<file path="config.mk">
export PLATFORM = sky130hd
export DESIGN_NAME = request_issue_limiter_with_barriers
export DESIGN_NICKNAME = d
export VERILOG_FILES = /design/src/rilb_pkg.sv /design/src/request_issue_limiter_with_barriers.sv /design/src/rilb_ctrl.sv /design/src/rilb_dp.sv
export SDC_FILE = /design/constraint.sdc
export NUM_CORES = 2
export LEC_CHECK = 0
export BUFFER_PORTS_ARGS = -buffer_cell sky130_fd_sc_hd__buf_2
export CORE_MARGIN = 2
export CORE_UTILIZATION = 63
export DETAILED_ROUTE_END_ITERATION = 8
export PLACE_DENSITY = 0.85
export SYNTH_ARGS = -nofsm -noshare
export SYNTH_HDL_FRONTEND = slang
export SYNTH_SLANG_ARGS = --single-unit
</file>
<file path="constraint.sdc">
create_clock -name clk -period 6.15 [get_ports clk]
set_input_delay 0 -clock clk [delete_from_list [all_inputs] [get_ports clk]]
set_output_delay 0 -clock clk [all_outputs]
set_load 0.01 [all_outputs]
</file>
<file path="src/rilb_pkg.sv">
// Package for the request issue limiter: operation codes, register map,
// stream field layout and the controller/datapath interface structs.
// No dependencies.
`default_nettype none

package rilb_pkg;

    localparam logic [1:0] OP_TICK     = 2'd0;
    localparam logic [1:0] OP_RESPONSE = 2'd1;
    localparam logic [1:0] OP_RETRY    = 2'd2;
    localparam logic [1:0] OP_LOAD     = 2'd3;

    localparam logic [1:0] REG_TOTAL    = 2'd0;
    localparam logic [1:0] REG_DEPTH    = 2'd1;
    localparam logic [1:0] REG_INTERVAL = 2'd2;
    localparam logic [1:0] REG_GROUPS   = 2'd3;

    localparam int ADDR_W    = 4;
    localparam int GCOUNT_W  = 7;
    localparam int SLOT_W    = 6;
    localparam int IN_DATA_W = 40;
    localparam int OUT_DATA_W = 56;

    typedef struct packed {
        logic capture;
        logic exec;
        logic adv;
    } rilb_cmd_t;

    typedef struct packed {
        logic out_free;
        logic adv_after_exec;
        logic adv_again;
    } rilb_status_t;

endpackage

`default_nettype wire

</file>
<file path="src/request_issue_limiter_with_barriers.sv">
// Each request is captured, then executed against the group end read from the
// table. A response that moves the barrier past fully retired groups holds off
// the next request while the groups are walked, one table read and one compare
// per group. The result register lets the next request enter while a result
// waits. Configuration registers sit on the APB port at byte addresses 0, 4,
// 8, 12: total_requests, depth_limit, tick_interval, group_count. The group
// end table has no reset; load every group in use.
//
// Top level: APB register file plus rilb_ctrl and rilb_dp; uses rilb_pkg.
`default_nettype none

module request_issue_limiter_with_barriers
    import rilb_pkg::*;
#(
    parameter int MAX_GROUPS = 64
)
(
    input  wire                   clk,
    input  wire                   rst_n,
    input  wire                   s_tvalid,
    output logic                  s_tready,
    // downstream_accept[0], group_slot[6:1], group_end[38:7], zero[39]
    input  wire [IN_DATA_W-1:0]   s_tdata,
    // operation[1:0]
    input  wire [1:0]             s_tuser,
    output logic                  m_tvalid,
    input  wire                   m_tready,
    // send_valid[0], send_index[32:1], stalled[33], outstanding_count[49:34],
    // all_done[50], underflow_error[51], zero[55:52]
    output logic [OUT_DATA_W-1:0] m_tdata,
    input  wire                   psel,
    input  wire                   penable,
    input  wire                   pwrite,
    input  wire [ADDR_W-1:0]      paddr,
    input  wire [31:0]            pwdata,
    output logic [31:0]           prdata,
    output logic                  pready
);

    logic [31:0]          total_reg;
    logic [15:0]          depth_reg;
    logic [15:0]          interval_reg;
    logic [GCOUNT_W-1:0]  groups_reg;
    logic                 wr_en;
    rilb_cmd_t            cmd;
    rilb_status_t         sts;

    assign pready = 1'b1;
    assign wr_en  = psel && penable && pwrite;

    always_ff @(posedge clk or negedge rst_n)
    begin
        if (!rst_n)
        begin
            total_reg    <= '0;
            depth_reg    <= '0;
            interval_reg <= '0;
            groups_reg   <= '0;
        end
        else if (wr_en)
        begin
            unique case (paddr[3:2])
                REG_TOTAL:    total_reg    <= pwdata;
                REG_DEPTH:    depth_reg    <= pwdata[15:0];
                REG_INTERVAL: interval_reg <= pwdata[15:0];
                REG_GROUPS:   groups_reg   <= pwdata[GCOUNT_W-1:0];
                default:      ;
            endcase
        end
    end

    always_comb
    begin
        unique case (paddr[3:2])
            REG_TOTAL:    prdata = total_reg;
            REG_DEPTH:    prdata = {16'd0, depth_reg};
            REG_INTERVAL: prdata = {16'd0, interval_reg};
            REG_GROUPS:   prdata = {{(32-GCOUNT_W){1'b0}}, groups_reg};
            default:      prdata = '0;
        endcase
    end

    rilb_ctrl u_ctrl (
        .clk      (clk),
        .rst_n    (rst_n),
        .s_tvalid (s_tvalid),
        .s_tready (s_tready),
        .sts      (sts),
        .cmd      (cmd)
    );

    rilb_dp #(
        .MAX_GROUPS (MAX_GROUPS)
    ) u_dp (
        .clk            (clk),
        .rst_n          (rst_n),
        .cmd            (cmd),
        .sts            (sts),
        .s_tdata        (s_tdata),
        .s_tuser        (s_tuser),
        .total_requests (total_reg),
        .depth_limit    (depth_reg),
        .tick_interval  (interval_reg),
        .group_count    (groups_reg),
        .m_tvalid       (m_tvalid),
        .m_tready       (m_tready),
        .m_tdata        (m_tdata)
    );

endmodule

`default_nettype wire

</file>
<file path="src/rilb_ctrl.sv">
// Controller state machine: takes requests in, sequences execution and the
// barrier group advance walk. Uses rilb_pkg.
`default_nettype none

module rilb_ctrl
    import rilb_pkg::*;
(
    input  wire          clk,
    input  wire          rst_n,
    input  wire          s_tvalid,
    output logic         s_tready,
    input  wire rilb_status_t sts,
    output rilb_cmd_t    cmd
);

    localparam logic [1:0] S_IDLE    = 2'd0;
    localparam logic [1:0] S_EXEC    = 2'd1;
    localparam logic [1:0] S_ADV_RD  = 2'd2;
    localparam logic [1:0] S_ADV_CHK = 2'd3;

    logic [1:0] state_reg;
    logic [1:0] state_next;

    always_comb
    begin
        state_next  = state_reg;
        cmd         = '0;
        s_tready    = 1'b0;
        unique case (state_reg)
            S_IDLE:
            begin
                s_tready = 1'b1;
                if (s_tvalid)
                begin
                    cmd.capture = 1'b1;
                    state_next  = S_EXEC;
                end
            end
            S_EXEC:
            begin
                if (sts.out_free)
                begin
                    cmd.exec   = 1'b1;
                    state_next = sts.adv_after_exec ? S_ADV_RD : S_IDLE;
                end
            end
            S_ADV_RD:
            begin
                state_next = S_ADV_CHK;
            end
            S_ADV_CHK:
            begin
                if (sts.adv_again)
                begin
                    cmd.adv    = 1'b1;
                    state_next = S_ADV_RD;
                end
                else
                begin
                    state_next = S_IDLE;
                end
            end
            default:
            begin
                state_next = S_IDLE;
            end
        endcase
    end

    always_ff @(posedge clk or negedge rst_n)
    begin
        if (!rst_n)
        begin
            state_reg <= S_IDLE;
        end
        else
        begin
            state_reg <= state_next;
        end
    end

endmodule

`default_nettype wire

</file>
<file path="src/rilb_dp.sv">
// Datapath: issue counters, throttle, retry parking, group end table and
// the result register. Driven by rilb_ctrl commands; uses rilb_pkg.
`default_nettype none

module rilb_dp
    import rilb_pkg::*;
#(
    parameter int MAX_GROUPS = 64
)
(
    input  wire                   clk,
    input  wire                   rst_n,
    input  wire rilb_cmd_t        cmd,
    output rilb_status_t          sts,
    input  wire [IN_DATA_W-1:0]   s_tdata,
    input  wire [1:0]             s_tuser,
    input  wire [31:0]            total_requests,
    input  wire [15:0]            depth_limit,
    input  wire [15:0]            tick_interval,
    input  wire [GCOUNT_W-1:0]    group_count,
    output logic                  m_tvalid,
    input  wire                   m_tready,
    output logic [OUT_DATA_W-1:0] m_tdata
);

    localparam int CG_W  = (MAX_GROUPS > 1) ? $clog2(MAX_GROUPS) : 1;
    localparam int CNT_W = ($clog2(MAX_GROUPS + 1) > GCOUNT_W) ?
                           $clog2(MAX_GROUPS + 1) : GCOUNT_W;
    localparam logic [CNT_W-1:0] MAX_CNT = CNT_W'(MAX_GROUPS);

    // captured request
    logic [1:0]        op_reg;
    logic              accept_reg;
    logic [SLOT_W-1:0] slot_reg;
    logic [31:0]       end_reg;

    // block state
    logic [31:0]     next_index_reg, next_index_next;
    logic [15:0]     in_flight_reg, in_flight_next;
    logic [31:0]     retired_reg, retired_next;
    logic [CG_W-1:0] cg_reg, cg_next;
    logic            retry_reg, retry_next;
    logic [31:0]     parked_reg, parked_next;
    logic [15:0]     ticks_reg, ticks_next;

    logic [31:0] group_mem [MAX_GROUPS];
    logic [31:0] rd_data_reg;

    logic                  out_valid_reg;
    logic [OUT_DATA_W-1:0] out_data_reg, out_data_next;

    logic [CNT_W-1:0] gcount_ext;
    logic [CNT_W-1:0] groups_used;
    logic             cg_has_next;
    logic             gate_ok;
    logic             may_issue;
    logic [15:0]      ticks_inc;
    logic             attempt;
    logic             sent;
    logic [31:0]      sent_idx;
    logic             underflow;
    logic [31:0]      retired_inc;
    logic [15:0]      in_flight_inc;
    logic             slot_fits;

    always_comb
    begin
        gcount_ext  = CNT_W'(group_count);
        groups_used = (gcount_ext > MAX_CNT) ? MAX_CNT : gcount_ext;
        cg_has_next = (CNT_W'(cg_reg) + CNT_W'(1)) < groups_used;
        gate_ok     = (groups_used == '0) || (next_index_reg < rd_data_reg);
        may_issue   = (next_index_reg < total_requests) && !retry_reg &&
                      ((depth_limit == 16'd0) || (in_flight_reg < depth_limit)) &&
                      gate_ok;
        ticks_inc   = (ticks_reg == 16'hFFFF) ? ticks_reg : ticks_reg + 16'd1;
        attempt     = (tick_interval == 16'd0) || (ticks_inc >= tick_interval);
        retired_inc = (retired_reg == 32'hFFFF_FFFF) ? retired_reg : retired_reg + 32'd1;
        in_flight_inc = (in_flight_reg == 16'hFFFF) ? in_flight_reg : in_flight_reg + 16'd1;
        slot_fits   = 32'(slot_reg) < 32'(MAX_GROUPS);

        next_index_next = next_index_reg;
        in_flight_next  = in_flight_reg;
        retired_next    = retired_reg;
        retry_next      = retry_reg;
        parked_next     = parked_reg;
        ticks_next      = ticks_reg;
        sent            = 1'b0;
        sent_idx        = 32'd0;
        underflow       = 1'b0;
        sts.adv_after_exec = 1'b0;

        case (op_reg)
            OP_TICK:
            begin
                ticks_next = attempt ? 16'd0 : ticks_inc;
                if (attempt && may_issue)
                begin
                    if (accept_reg)
                    begin
                        sent            = 1'b1;
                        sent_idx        = next_index_reg;
                        next_index_next = next_index_reg + 32'd1;
                        in_flight_next  = in_flight_inc;
                    end
                    else
                    begin
                        retry_next  = 1'b1;
                        parked_next = next_index_reg;
                    end
                end
            end
            OP_RESPONSE:
            begin
                if (in_flight_reg == 16'd0)
                begin
                    underflow = 1'b1;
                end
                else
                begin
                    in_flight_next = in_flight_reg - 16'd1;
                    retired_next   = retired_inc;
                    sts.adv_after_exec = (retired_inc < total_requests) &&
                                         (groups_used != '0) && cg_has_next &&
                                         (retired_inc >= rd_data_reg);
                end
            end
            OP_RETRY:
            begin
                if (retry_reg && accept_reg)
                begin
                    sent            = 1'b1;
                    sent_idx        = parked_reg;
                    retry_next      = 1'b0;
                    next_index_next = next_index_reg + 32'd1;
                    in_flight_next  = in_flight_inc;
                end
            end
            default:
            begin
            end
        endcase

        cg_next = cg_reg;
        if ((cmd.exec && sts.adv_after_exec) || cmd.adv)
        begin
            cg_next = cg_reg + CG_W'(1);
        end

        sts.adv_again = cg_has_next && (retired_reg >= rd_data_reg);
        sts.out_free  = !out_valid_reg || m_tready;

        out_data_next = {4'd0, underflow, (retired_next >= total_requests),
                         in_flight_next, retry_next, sent_idx, sent};
    end

    always_ff @(posedge clk)
    begin
        if (cmd.capture)
        begin
            op_reg     <= s_tuser;
            accept_reg <= s_tdata[0];
            slot_reg   <= s_tdata[SLOT_W:1];
            end_reg    <= s_tdata[SLOT_W+32:SLOT_W+1];
        end
        if (cmd.exec)
        begin
            out_data_reg <= out_data_next;
        end
    end

    always_ff @(posedge clk)
    begin
        if (cmd.exec && (op_reg == OP_LOAD) && slot_fits)
        begin
            group_mem[CG_W'(slot_reg)] <= end_reg;
        end
        rd_data_reg <= group_mem[cg_reg];
    end

    always_ff @(posedge clk or negedge rst_n)
    begin
        if (!rst_n)
        begin
            next_index_reg <= '0;
            in_flight_reg  <= '0;
            retired_reg    <= '0;
            cg_reg         <= '0;
            retry_reg      <= 1'b0;
            parked_reg     <= '0;
            ticks_reg      <= '0;
            out_valid_reg  <= 1'b0;
        end
        else
        begin
            if (cmd.exec)
            begin
                next_index_reg <= next_index_next;
                in_flight_reg  <= in_flight_next;
                retired_reg    <= retired_next;
                retry_reg      <= retry_next;
                parked_reg     <= parked_next;
                ticks_reg      <= ticks_next;
            end
            cg_reg <= cg_next;
            if (cmd.exec)
            begin
                out_valid_reg <= 1'b1;
            end
            else if (m_tready)
            begin
                out_valid_reg <= 1'b0;
            end
        end
    end

    assign m_tvalid = out_valid_reg;
    assign m_tdata  = out_data_reg;

endmodule

`default_nettype wire

</file>
Yosys cells after proc, flatten, opt, wreduce, memory -nomap -nowiden
Memories as Yosys holds them, arrays and structs flattened. A register that Yosys moved wholly into a read port is not among the register bits.
Cells that the tools add are included.

operators by class
  reductions and logical operators = 38
  add/subtract/negate cells = 7
  bitwise logic cells = 1
  order comparisons = 10
  eq/ne operators = 17
  mux-type cells = 48

operator list
  operator                 count
  $mux W32                 9
  $pmux W32 S2             2
  $pmux W32 S4             1
  $mux W16                 7
  $ge A32 B32 Y1           3
  $lt A32 B32 Y1           3
  $add A32 B1 Y32 const B  2
  $logic_not A16 Y1        3
  $pmux W16 S3             1
  $add A16 B1 Y16 const B  2
  $eq A16 B16 Y1 const B   2
  $eq A32 B32 Y1 const B   1
  $mux W1                  20
  $ge A16 B16 Y1           1
  $lt A16 B16 Y1           1
  $sub A16 B1 Y16 const B  1
  $logic_and A1 B1 Y1      13
  $eq A2 B2 Y1 const B     6
  $reduce_and A2 Y1        6
  $mux W2                  4
  $pmux W2 S4              1
  $add A6 B1 Y7 const B    1
  $gt A7 B7 Y1 const B     1
  $logic_not A7 Y1         1
  other kinds (15)         29

word-level totals
  RAM bits = 2048
  logic and storage cells = 141
  input bits = 85
  register bits after elaboration = 302
  output and inout port bits = 91
  memories kept = 1

memory list
  memory          words  width  rd ports  clocked after Yosys merged registers in  wr ports  RTL line       source
  u_dp.group_mem  64     32     1         1                                        1         rilb_dp.sv:46  logic [31:0] group_mem [MAX_GROUPS];

Longest topological paths before layout
  word-level depth = 11
  depth in mapped cells = 22
  gate-level depth less buffers = 19

Modules after synthesis
Synthesis repeated with hierarchy kept, for this count alone.

second synthesis, totals
  cells, all modules = 5047
  area, all modules = 99076.3 µm²

modules (own cells, without submodules)
  module                               times used  sequential area each (µm²)  cells each  area an instance (µm²)
  rilb_dp                              1           68335.5                     4820        95694.3
  request_issue_limiter_with_barriers  1           1776.7                      215         3276.9
  rilb_ctrl                            1           50.0                        12          105.1

Worst setup path after synthesis
No wires, ideal clock.

  path kind = flip-flop to flip-flop
  from = reg u_dp.retired_reg[6]
  to = reg u_dp.cg_reg[1]
  data required time = 6.025 ns
  buffers on the path = 2
  setup time = 0.125 ns
  clock period less this slack = 4.584 ns
  arrival = 4.459 ns
  cell stages (with the launch flop) = 21
  slack = 1.566 ns
  cell sequence = dfrtp_1 buf_2 and3_1 and4_1 buf_4 nand2_1 a21oi_2 nand3_2 or3_1 or2_2 xnor2_1 ha_1 nand4_1 nor2_1 and3_1 or4b_2 a211oi_1 o41ai_1 nor4_4 nor2_2 mux2_4

between the ends
  cells in the longest elaborated chain, start to end = 10
  elaborated cells on any way between the ends = 16
  those cells by class = add/sub: 1; order compare: 3; eq/ne: 1; mux: 5; reduce/logical: 6

RTL lines
  what                                               RTL line        source
  start: declaration                                 rilb_dp.sv:40   logic [31:0] retired_reg, retired_next;
  start signal: assignment                           rilb_dp.sv:199  retired_reg <= retired_next;
  $add A32 B1 Y32 or $eq A32 B32 Y1 (tied branches)  rilb_dp.sv:77   retired_inc = (retired_reg == 32'hFFFF_FFFF) ? retired_reg : retired_reg + 32'd1;
  $mux W32                                           rilb_dp.sv:77
  $lt A32 B32 Y1                                     rilb_dp.sv:122  sts.adv_after_exec = (retired_inc < total_requests) &&
  $logic_and A1 B1 Y1                                rilb_dp.sv:122
  $logic_and A1 B1 Y1 (2 in series)                  rilb_dp.sv:123  (groups_used != '0) && cg_has_next &&
  $mux W1                                            rilb_dp.sv:114  if (in_flight_reg == 16'd0)
  $mux W1                                            rilb_dp.sv:92   case (op_reg)
  $logic_and A1 B1 Y1                                rilb_dp.sv:144  if ((cmd.exec && sts.adv_after_exec) || cmd.adv)
  $logic_or A1 B1 Y1 *                               rilb_dp.sv:144
  end signal: assignment                             rilb_dp.sv:204  cg_reg <= cg_next;
  end: declaration                                   rilb_dp.sv:41   logic [CG_W-1:0] cg_reg, cg_next;

Mark *: on every way between the ends. The rest lies on a longest branch, timed or not.
A chain may end at the register's enable or synchronous reset.

Worst setup path in the final report
  from = reg u_dp.retired_reg[6]
  to = reg u_dp.cg_reg[5]

Same word-level chain as after synthesis.

==> results_dict.tcl <==
set metrics [dict create \
    synthFlopType "edfxtp_1" \
    wl_um 304000 \
    gp_congestion 0.927 \
    hp-class "in2reg" \
    utilization_pct 71.8 \
    drc 0 \
    slew_violations 0 \
    wl_per_cell_um 39.3 \
    rows 144 \
    setup_slack_ns 0.549 \
    grt_pass1_wl_um 427000 \
    fmax_mhz 179 \
    dp_cells 7173 \
    cp_max_fo 7 \
    die_y_um 399 \
    core-area_sq_um 155000 \
    crit_path_cell_trace "and3_1 > and4_1 > nand2_1 > a21oi_2 > nand3_2 > or3_1 > or2_2 > xnor2_1 > ha_1 > nand4_1 > nor2_1 > and3_1 > or4b_2 > a211oi_1 > o41ai_1 > nor4_4 > o21ai_0 > xnor2_1" \
    slew_headroom_pct 3.19 \
    via_count 56900 \
    ant_nets 0 \
    worstSetupEndpointType "flop" \
    first_pass_iters 8 \
    worstMarginPinSlew_ns 1.45 \
    synth_edf_count 2141 \
    power_density_nw_per_um2 385 \
    drive_gt1_share_pct 25.8 \
    ctsLongestPathBuffers 3 \
    die_x_um 399 \
    final_nets 5822 \
    synthCells 5053 \
    status "complete, no violations" \
    worst_ep_required_time_ns 6.82 \
    root_buffer "clkbuf_16" \
    min_period_ns 5.60 \
    slowest_stage "or4b_2" \
    path_delay_family "simple AND/OR/NAND/NOR gates" \
    fill_cells 8270 \
    cts.clk_slew.worst_paths_ns 0.07 \
    dp_slack_ns 0.691 \
    cts_sinks 2382 \
    timing.final.crit_share_pct 91.1 \
    io_pins 176 \
    largest_register_ffs 2048 \
    grt_overflow 0 \
    cp-start-kind "flop" \
    leakage_nw 37.7 \
    syn_area_sq_um 98400 \
    ir_drop_uv 486 \
    clkLatencyLatePin_ns 0.88 \
    initial_core_util_pct 63.6 \
    worst-setup-path-type "reg2reg" \
    die_area_sq_um 159000 \
    port_buffers 167 \
    syn_avg_cell_area_sq_um 19.5 \
    fin_skew_ns 0.0669 \
    antenna_found_initial 29 \
    timing.hold.ws_ns 0.0511 \
    yosysSeqAreaShare_pct 71.3 \
    setup_viol 0 \
    numCtsBuffers 217 \
    synth_cell_types 94 \
    cp.arrival_ns 6.27 \
    track_usage_pct 38.7 \
    cts-resized-gates 0 \
    grt_pass1_vias 56200 \
    grt_max_degree 122 \
    avgViaCountPerCell 7.35 \
    hpwl_um 167000 \
    hold_viol_final 0 \
    htree_levels 4 \
    top_register "u_dp.group_mem" \
    synth-warning-count 0 \
    cts_tree "yes" \
    tns_ns 0 \
    rsz0062_at_grt "no" \
    ys_async_sr_fraction_pct 8.77 \
    fin_cells 7737 \
    synth_seq_cells 2382 \
    drv.max_cap_violation_count 0 \
    slowest_delay_ns 0.61 \
    drt_iter0_markers 9287 \
    crit_buf_inv 0 \
    area_growth_pct 12.9 \
]
==> cell type report <==
class | count | area [sq um] | share of cell area (%)
sequential | 2382 | 70200 | 63.2
multi-input combinational | 2291 | 27100 | 24.5
clock buffer | 286 | 5780 | 5.21
timing repair buffer | 487 | 3800 | 3.42
tap | 2044 | 2560 | 2.30
clock inverter | 114 | 1070 | 0.965
inverter | 126 | 473 | 0.426
antenna | 7 | 17.5 | 0.0158
==> cell families (layout without fill, tap and decap cells) <==
| group | Yosys count | count (layout) | share of synthesized area (%) |
|---|---|---|---|
| AND/OR/NAND/NOR | 723 | 723 | 3.64 |
| buffers and inverters | 383 | 1013 | 1.57 |
| adder cells (fa/ha/maj) | 232 | 232 | 2.95 |
| multiplexers | 731 | 731 | 16.1 |
| flip-flops | 2382 | 2382 | 71.3 |
| other | 2 | 12 | 0.00764 |
| XOR/XNOR | 156 | 156 | 1.40 |
| AO/OA/AOI/OAI | 444 | 444 | 2.95 |
==> tightest hold or removal path, delay by kind of cell <==
family | cells | cell delay [ns]
AO/OA/AOI/OAI | 1 | 0.06
AND/OR/NAND/NOR | 1 | 0.05
buffers and inverters | 2 | 0.71
==> cell usage after synthesis (12+ instances only) <==
master / n / area, sq um
a211oi_1: 17 / 128
and4_1: 12 / 105
buf_1: 32 / 120
dfxtp_1: 32 / 641
xnor2_1: 93 / 815
buf_2: 59 / 295
a21o_1: 41 / 308
o21ai_0: 152 / 761
nand2_1: 220 / 826
nand4_1: 45 / 282
nor3_1: 52 / 260
nand2b_1: 19 / 119
mux4_2: 679 / 15300
nor2_1: 183 / 687
a21oi_1: 89 / 445
xor2_1: 61 / 534
a22o_1: 36 / 315
clkbuf_1: 157 / 589
nor2b_1: 12 / 75.1
mux2_2: 41 / 462
ha_1: 232 / 2900
edfxtp_1: 2141 / 64300
nand3_1: 58 / 290
dfrtp_1: 209 / 5230
and3_1: 35 / 219
inv_1: 125 / 469
==> layer usage <==
layer / global-route usage, % / share of wire [%] / vias up
met5: 0 / 0.064 / -
met4: 23.2 / 7.6 / 30
met3: 9.19 / 12 / 1190
met2: 63.1 / 49 / 5333
met1: 47.6 / 32 / 28900
li1: - / - / 21500
==> where the power goes <==
part	internal [mW]	leakage, nW	total (mW)	switching [mW]
Sequential	18.4	22.2	19.0	0.643
Combinational	4.37	12.1	10.2	5.85
Clock	7.12	3.32	13.5	6.36
==> repair_timing <==
action / CTS / global route
setup buffers: 0 / 0
endpoints found under the hold margin: 326 / 0
hold buffers: 157 / 0
==> through the flow <==
stage	area [sq um]	total power, mW
2_1_floorplan	98400	25.6
3_3_place_gp	103000	28.2
3_5_place_dp	103000	28.8
4_1_cts	111000	42.5
5_1_grt	111000	43.7
6_report	111000	42.7
==> worst paths after layout <==
kind                            cells past startpoint                 from  slack [ns]                  to
worst max register to register                     18  u_dp.retired_reg[6]        0.55      u_dp.cg_reg[5]
worst max-delay path                               18  u_dp.retired_reg[6]        0.55      u_dp.cg_reg[5]
min in group asynchronous                           4                rst_n        0.34     interval_reg[9]
worst min-delay path                                4           pwdata[14]        0.05       total_reg[14]
worst min register to register                      2   u_dp.parked_reg[5]        0.49  u_dp.parked_reg[5]
max in group asynchronous                           4                rst_n        4.74      u_dp.cg_reg[1]
==> placed cells by master, fill, tap and decap left out, types with 36 or more instances in the layout <==
cell type      count
buf_2            166
mux2_2            41
clkbuf_16        219
nand4_1           45
clkbuf_1          62
dfrtp_1          203
nand3_1           58
buf_4            152
mux4_2           679
nor2_1           118
inv_1            124
edfxtp_1        2141
a21oi_1           89
clkinv_2          37
a21o_1            41
nor3_1            50
nor2_4            66
nand2_1          220
dlygate4sd3_1    156
clkinv_1          44
xor2_1            61
a22o_1            36
xnor2_1           93
o21ai_0          152
ha_1             232
Note: power is estimated with default switching activity, not from simulation.
